[src/fstm_pkg.sv]
// Shared types, constants and helpers for the frame schedule timing monitor.
// No dependencies; every other file of the block imports this package.
`timescale 1ns / 1ps
`default_nettype none

package fstm_pkg;

    localparam int DEF_FRAMES = 16;
    localparam int DEF_JOBS   = 16;

    localparam logic [15:0] DEF_ROUND_LIMIT = 16'd10;
    localparam logic [15:0] ROUND_MAX       = 16'hffff;
    localparam logic [31:0] COUNT_MAX       = 32'hffff_ffff;
    localparam logic [63:0] TIME_ONES       = 64'hffff_ffff_ffff_ffff;

    // result status codes
    localparam logic [2:0] STATUS_OK         = 3'd0;
    localparam logic [2:0] STATUS_BAD_FRAME  = 3'd1;
    localparam logic [2:0] STATUS_FULL       = 3'd2;
    localparam logic [2:0] STATUS_IGNORED    = 3'd3;
    localparam logic [2:0] STATUS_NO_SAMPLES = 3'd4;

    // statistic selectors
    localparam logic [2:0] SEL_JOB_FIRST = 3'd3;
    localparam logic [2:0] SEL_LIMIT     = 3'd6;

    typedef enum logic [2:0] {
        CMD_ADD    = 3'd0,
        CMD_ACT    = 3'd1,
        CMD_FSTART = 3'd2,
        CMD_TSTART = 3'd3,
        CMD_TEND   = 3'd4,
        CMD_FEND   = 3'd5,
        CMD_READ   = 3'd6,
        CMD_NONE   = 3'd7
    } cmd_t;

    typedef struct packed {
        cmd_t        cmd;
        logic        frame_ok;
        logic [63:0] timestamp;
        logic [7:0]  frame_index;
        logic [7:0]  task_id;
        logic [3:0]  job_index;
        logic [2:0]  stat_select;
    } item_t;

    typedef struct packed {
        logic pop;
        logic clearing;
    } back_ctl_t;

    typedef struct packed {
        logic [2:0]  status;
        logic        dispatch_valid;
        logic [7:0]  dispatch_task;
        logic        dispatch_frame_end;
        logic [31:0] stat_min;
        logic [31:0] stat_max;
        logic [31:0] stat_mean;
        logic [31:0] stat_count;
        logic        rounds_complete;
    } res_t;

    typedef struct packed {
        logic [63:0] min;
        logic [63:0] max;
        logic [63:0] sum;
        logic [31:0] samples;
    } stat_t;

    function automatic logic [31:0] sat32(input logic [63:0] v);
        sat32 = (v[63:32] != 32'd0) ? COUNT_MAX : v[31:0];
    endfunction

endpackage

`default_nettype wire

[src/fstm_front.sv]
// Front end: takes command beats, classifies them and holds them in a
// two-entry queue for the back end. Depends on fstm_pkg.
`timescale 1ns / 1ps
`default_nettype none

module fstm_front
    import fstm_pkg::*;
#(
    parameter int FRAMES = DEF_FRAMES
)
(
    input  wire logic        clk,
    input  wire logic        rst_n,
    input  wire logic        start,
    output logic             busy,
    input  wire logic [2:0]  command,
    input  wire logic [63:0] timestamp,
    input  wire logic [7:0]  frame_index,
    input  wire logic [7:0]  task_id,
    input  wire logic [3:0]  job_index,
    input  wire logic [2:0]  stat_select,
    output item_t            q_item,
    output logic             q_valid,
    input  back_ctl_t        ctl
);

    item_t       q_mem [2];
    logic        wr_ptr_reg, rd_ptr_reg;
    logic [1:0]  cnt_reg, cnt_next;
    logic        push;
    item_t       in_item;

    always_comb
    begin
        in_item.cmd         = cmd_t'(command);
        in_item.frame_ok    = (32'(frame_index) < FRAMES);
        in_item.timestamp   = timestamp;
        in_item.frame_index = frame_index;
        in_item.task_id     = task_id;
        in_item.job_index   = job_index;
        in_item.stat_select = stat_select;
    end

    assign busy    = (cnt_reg == 2'd2) || ctl.clearing;
    assign push    = start && !busy;
    assign q_valid = (cnt_reg != 2'd0);
    assign q_item  = q_mem[rd_ptr_reg];

    always_comb
    begin
        cnt_next = cnt_reg;
        if (push && !ctl.pop)
        begin
            cnt_next = cnt_reg + 2'd1;
        end
        else if (!push && ctl.pop)
        begin
            cnt_next = cnt_reg - 2'd1;
        end
    end

    always_ff @(posedge clk or negedge rst_n)
    begin
        if (!rst_n)
        begin
            wr_ptr_reg <= 1'b0;
            rd_ptr_reg <= 1'b0;
            cnt_reg    <= 2'd0;
        end
        else
        begin
            cnt_reg <= cnt_next;
            if (push)
            begin
                wr_ptr_reg <= !wr_ptr_reg;
            end
            if (ctl.pop)
            begin
                rd_ptr_reg <= !rd_ptr_reg;
            end
        end
    end

    always_ff @(posedge clk)
    begin
        if (push)
        begin
            q_mem[wr_ptr_reg] <= in_item;
        end
    end

endmodule

`default_nettype wire

[config.mk]
export PLATFORM = sky130hd
export DESIGN_NAME = fstm_front
export DESIGN_NICKNAME = d
export VERILOG_FILES = /design/src/fstm_pkg.sv /design/src/fstm_front.sv
export SDC_FILE = /design/constraint.sdc
export NUM_CORES = 1
export LEC_CHECK = 0
export BUFFER_PORTS_ARGS = -buffer_cell sky130_fd_sc_hd__buf_4
export CAP_MARGIN = 25
export CORE_MARGIN = 1.5
export CORE_UTILIZATION = 26
export DETAILED_ROUTE_END_ITERATION = 8
export GPL_TIMING_DRIVEN = 0
export PLACE_DENSITY = 0.52
export SYNTH_ARGS = -nofsm -noshare
export SYNTH_HDL_FRONTEND = slang
export SYNTH_SLANG_ARGS = --single-unit
[constraint.sdc]
create_clock -name clk -period 6.4 [get_ports clk]
set_clock_uncertainty 0.05 [all_clocks]
set_input_delay 0.96 -clock clk [delete_from_list [all_inputs] [get_ports clk]]
set_output_delay 0.96 -clock clk [all_outputs]
set_load 0.02 [all_outputs]
==> results.py, run 1 <==
metrics = {
    "run_status": {
        "outcome": "complete, no violations",
    },
    "synthesis": {
        "ys_seq_elements": 186,
        "syn_inst": 303,
        "syn_area_mm2": 0.00718,
        "synth-seq-area-share_pct": 77.5,
        "syn_area_per_cell_um2": 23.7,
        "ys_types": 17,
        "yosys_warnings": 0,
        "syn_nets": 399,
    },
    "setup_path": {
        "cp_max_fo": 10,
        "crit_required_ps": 5390,
        "crit_buf_inv": 3,
        "cp_data_arrival_time_ps": 1720,
        "worstSetupPathType": "flop to output port",
        "path_cells": "buf_6 -> buf_12 -> mux2_4 -> buf_4",
        "crit_family": "buffers and inverters",
        "end_kind": "output port",
        "start_kind": "flop",
        "cpMaxStageDelayCell": "dfrtp_1",
        "max_stage_delay_ps": 370,
    },
    "placement": {
        "dpl_cell_area_mm2": 0.00910,
        "placedCellCount": 835,
        "port-buffer-count": 187,
        "dpl.hpwl_um": 9830,
        "gp_congestion": 0.698,
    },
    "sta": {
        "drv_slew": 0,
        "period_minus_slack_ps": 2730,
        "setup_viol": 0,
        "post-route-period-util_pct": 42.6,
        "max_freq_ghz": 0.367,
        "worstMarginPinSlew_ps": 622,
        "rsz0062_at_grt": "no",
        "slew_headroom_pct": 58.4,
        "hold_viol_final": 0,
    },
    "cells_and_area": {
        "mostFrequentLayoutCells": "buf_4, edfxtp_1, mux2_4",
        "antennaDiodeCount": 0,
        "largest_register_ffs": 182,
        "multiInputGateArea_mm2": 0.00144,
        "fillCellCount": 2549,
        "drive_gt1_share_pct": 61.6,
        "stdcell_count": 867,
        "final_core_util_pct": 35.8,
        "regArea_mm2": 0.00557,
        "final_common_cell": "buf_4",
        "design_area_mm2": 0.00967,
        "area_growth_pct": 34.8,
        "fin_nets": 609,
    },
    "floorplanning": {
        "die_x_um": 169,
        "start_util_pct": 26.6,
        "die_h_um": 169,
        "ios": 188,
        "core_mm2": 0.0270,
        "dieArea_mm2": 0.0286,
        "rows": 60,
    },
    "clock_network": {
        "ctsHoldBuffers": 0,
        "clock_sinks": 186,
        "clockRootBuffer": "clkbuf_16",
        "cts_buffers": 17,
        "cts_buffer_depth": 2,
        "cts_resized": 0,
        "clk-insertion-delay-late_ps": 410,
        "clkTransAtPathRegs_ps": 70,
        "tritoncts": "yes",
        "postCtsSetupBuffers": 0,
        "htreeDepth": 4,
    },
    "drt": {
        "totalWireLength_um": 14100,
        "drc": 0,
        "vias_per_cell": 3.96,
        "drtAntennaViolNets": 0,
        "drt_pass1_iterations": 4,
        "drt-wirelength-per-cell_um": 16.3,
        "drt_iter0_drc": 109,
        "vias": 3433,
    },
    "power": {
        "power_density_mw_per_mm2": 423,
        "peakVddDrop_mv": 0.152,
        "p_leak_uw": 0.00376,
    },
    "min_path": {
        "hold_path_class": "input port to asynchronous set/reset pin",
    },
    "grt": {
        "grt_pass1_wl_um": 21000,
        "grt_usage_pct": 9.96,
        "grt_pass1_vias": 3727,
        "grt-ovfl-total": 0,
        "grt_max_degree": 53,
        "antenna_found_initial": 0,
    },
    "run": {
        "maxCapViolCount": 0,
    },
}
## power breakdown
part | switching, µW | internal, µW | total, µW
sequential | 43.0 | 1510 | 1560
clock | 470 | 549 | 1020
combinational | 733 | 779 | 1510
total | 1250 | 2840 | 4090
## path summary, 6_finish.rpt
kind | startpoint | end | slack (ps) | cells past startpoint
min in group clk | cnt_reg[1] | cnt_reg[1] | 450 | 1
worst min register to register | cnt_reg[1] | cnt_reg[1] | 450 | 1
worst max register to register | cnt_reg[0] | q_mem[1][16] | 4180 | 5
worst max-delay path | rd_ptr_reg | q_item[7] | 3670 | 4
worst min-delay path | rst_n | rd_ptr_reg | 270 | 1
max in group asynchronous | rst_n | wr_ptr_reg | 5930 | 1
## stage by stage
| step | total power (µW) | hold WS, ps | worst slack (ps) | setup TNS, ps |
|---|---|---|---|---|
| detailed placement | 3140 | 438 | 3540 | 0 |
| finish | 4090 | 271 | 3670 | 0 |
| CTS | 4170 | 248 | 3620 | 0 |
| global route | 4280 | 250 | 3610 | 0 |
| global placement | 3120 | 427 | -1830 | -165850 |
| floorplan | 2600 | 406 | 841 | 0 |
## metal layers
| metal | up-vias | part of all wire [%] | GRT usage, % |
|---|---|---|---|
| li1 | 1616 | - | - |
| met1 | 1700 | 40 | 11.2 |
| met2 | 110 | 51 | 17.4 |
| met3 | 7 | 7.6 | 4.31 |
| met4 | 0 | 0.82 | 2.54 |
| met5 | - | 0 | 0 |
## synthesized netlist by cell type
cell type | count | share of area (%)
edfxtp_1 | 182 | 76
mux2_4 | 80 | 17
mux2_2 | 11 | 1.7
buf_12 | 8 | 2.2
dfrtp_1 | 4 | 1.4
xor2_1 | 3 | 0.37
inv_1 | 2 | 0.10
nand2b_1 | 2 | 0.17
nor2_1 | 2 | 0.10
xnor2_1 | 2 | 0.24
and2_1 | 1 | 0.087
buf_2 | 1 | 0.070
buf_6 | 1 | 0.16
ha_1 | 1 | 0.17
nand3b_1 | 1 | 0.10
nor4_1 | 1 | 0.087
or2_2 | 1 | 0.087
## cell type report
type | instances | share of cell area (%)
sequential | 186 | 57.5
timing repair buffer | 191 | 15.4
multi-input combinational | 105 | 14.9
clock buffer | 19 | 4.48
tap | 341 | 4.41
buffer | 10 | 1.82
clock inverter | 13 | 1.40
inverter | 2 | 0.0776
## cell families (layout without fill, tap and decap cells)
family,Yosys count,in the layout,share of synthesized area [%]
buffers and inverters,12,235,2.56
multiplexers,91,91,18.5
AND/OR/NAND/NOR,8,8,0.645
XOR/XNOR,5,5,0.610
adder cells (fa/ha/maj),1,1,0.174
flip-flops,186,186,77.5
(Power assumes the default switching activity.)
==> inputs of run 2 (changes only) <==
- clock period: 6.4 -> 2.6 ns (I/O delays scaled with it)
==> results.py, run 2 (synthesis results as in run 1) <==
metrics = {
    "clock_network": {
        "htreeDepth": 4,
        "cts_buffer_depth": 2,
        "clkTransAtPathRegs_ps": 80,
        "clk-insertion-delay-late_ps": 420,
        "cts_buffers": 17,
        "clock_sinks": 186,
        "clockRootBuffer": "clkbuf_16",
        "tritoncts": "yes",
    },
    "sta": {
        "setup_viol": 0,
        "hold_viol_final": 0,
        "max_freq_ghz": 0.457,
        "period_minus_slack_ps": 2190,
        "slew_headroom_pct": 64.5,
        "worstMarginPinSlew_ps": 527,
        "drv_slew": 0,
        "rsz0062_at_grt": "no",
        "tns_ps": 0,
        "post-route-period-util_pct": 84.2,
    },
    "floorplanning": {
        "core_mm2": 0.0270,
        "ios": 188,
        "rows": 60,
        "start_util_pct": 26.6,
        "die_x_um": 169,
        "die_h_um": 169,
        "dieArea_mm2": 0.0286,
    },
    "power": {
        "power_frac_seq_pct": 38.1,
        "share_comb_of_total_power_pct": 37.2,
        "internal_power_uw": 6910,
        "peakVddDrop_mv": 0.366,
        "clockPowerShare_pct": 24.7,
        "switching_power_uw": 3130,
        "switching_share_pct": 31.1,
        "p_leak_uw": 0.00377,
        "power_density_mw_per_mm2": 1040,
    },
    "cells_and_area": {
        "mostFrequentLayoutCells": "buf_4, edfxtp_1, mux2_4",
        "antennaDiodeCount": 0,
        "area_growth_pct": 34.9,
        "fin_nets": 610,
        "largest_register_ffs": 182,
        "drive_gt1_share_pct": 61.5,
        "final_common_cell": "buf_4",
        "fillCellCount": 2549,
        "final_core_util_pct": 35.8,
    },
    "grt": {
        "grt_max_degree": 62,
        "grt-ovfl-total": 0,
        "grt_pass1_wl_um": 21500,
        "grt_pass1_vias": 3797,
        "antenna_found_initial": 0,
        "grt_usage_pct": 10.0,
    },
    "drt": {
        "drt_pass1_iterations": 4,
        "drtAntennaViolNets": 0,
        "drt_iter0_drc": 154,
        "drc": 0,
        "vias_per_cell": 4.00,
        "vias": 3469,
        "totalWireLength_um": 14300,
        "drt-wirelength-per-cell_um": 16.5,
    },
    "min_path": {
        "min_from": "timestamp[13]",
        "min_to": "q_mem[0][36]",
        "min_path_cells": 1,
        "hold_path_class": "input port to flop",
    },
    "setup_path": {
        "rrSetupSlack_ps": 410,
        "worst_r2r_startpoint": "cnt_reg[0]",
        "start_kind": "flop",
        "r2r_cells": 5,
        "end_kind": "flop",
        "worstSetupPathType": "flop to flop",
        "worst_r2r_endpoint": "q_mem[1][76]",
        "cp_max_fo": 61,
        "crit_required_ps": 2630,
        "cp_data_arrival_time_ps": 2220,
    },
    "placement": {
        "port-buffer-count": 187,
        "gp_congestion": 0.667,
        "dpl.hpwl_um": 9960,
    },
    "run": {
        "maxCapViolCount": 0,
    },
    "run_status": {
        "outcome": "complete, no violations",
    },
}
run 2: critical path, stage by stage (launching register included):
cell	delay, ps
dfrtp_1	400
nand2b_1	160
nand3b_1	210
inv_1	140
and2_4	460
buf_16	350
run 2: routing by layer:
layer / GRT usage (%) / vias to the layer above / wire (µm)
li1: - / 1617 / -
met1: 11.6 / 1737 / 6030
met2: 17.5 / 109 / 7330
met3: 3.50 / 6 / 867
met4: 2.65 / 0 / 116
met5: 0 / - / 0
run 2: area by class of cell:
type / count / area (µm²) / share of cell area, %
Clock inverter: 15 / 134 / 1.38
Sequential cell: 186 / 5570 / 57.5
Clock buffer: 17 / 425 / 4.39
Inverter: 2 / 7.51 / 0.0775
Buffer: 10 / 176 / 1.82
Tap cell: 341 / 427 / 4.41
Timing Repair Buffer: 192 / 1510 / 15.6
Multi-Input combinational cell: 105 / 1440 / 14.8
run 2: worst max path at each step:
stage	from	endpoint	slack, ps	depth (start not counted)
after floorplan	cnt_reg[0]	q_mem[0][0]	80	3
after global placement	ctl[0]	q_mem[0][65]	-870	3
after detailed placement	ctl[0]	q_mem[1][23]	380	5
after CTS	cnt_reg[0]	q_mem[1][14]	370	5
after global routing	cnt_reg[0]	q_mem[1][21]	250	5
final	cnt_reg[0]	q_mem[1][76]	410	5
run 2: power by group through the flow:
stage,registers [µW],clock network (µW),logic [µW]
2_1_floorplan,3880,0,2490
3_5_place_dp,3900,0,3820
5_1_grt,3860,2690,3960
3_3_place_gp,3910,0,3730
6_report,3830,2470,3740
4_1_cts,3830,2580,3830
run 2: stage by stage:
stage	total power (µW)	hold WS [ps]	worst slack (ps)	cells	cell area (µm²)
2_1_floorplan	6380	44.4	81.9	303	7190
3_3_place_gp	7640	143	-870	831	9020
3_5_place_dp	7720	147	375	835	9110
4_1_cts	10200	73.8	373	868	9680
5_1_grt	10500	69.4	250	868	9680
6_report	10000	96.3	411	868	9680
run 2: timing repair:
item                      in CTS  in global routing
setup buffers                  0                  0
resized for setup              0                  0
hold buffers                   1                  0
hold endpoints to repair       4                  0
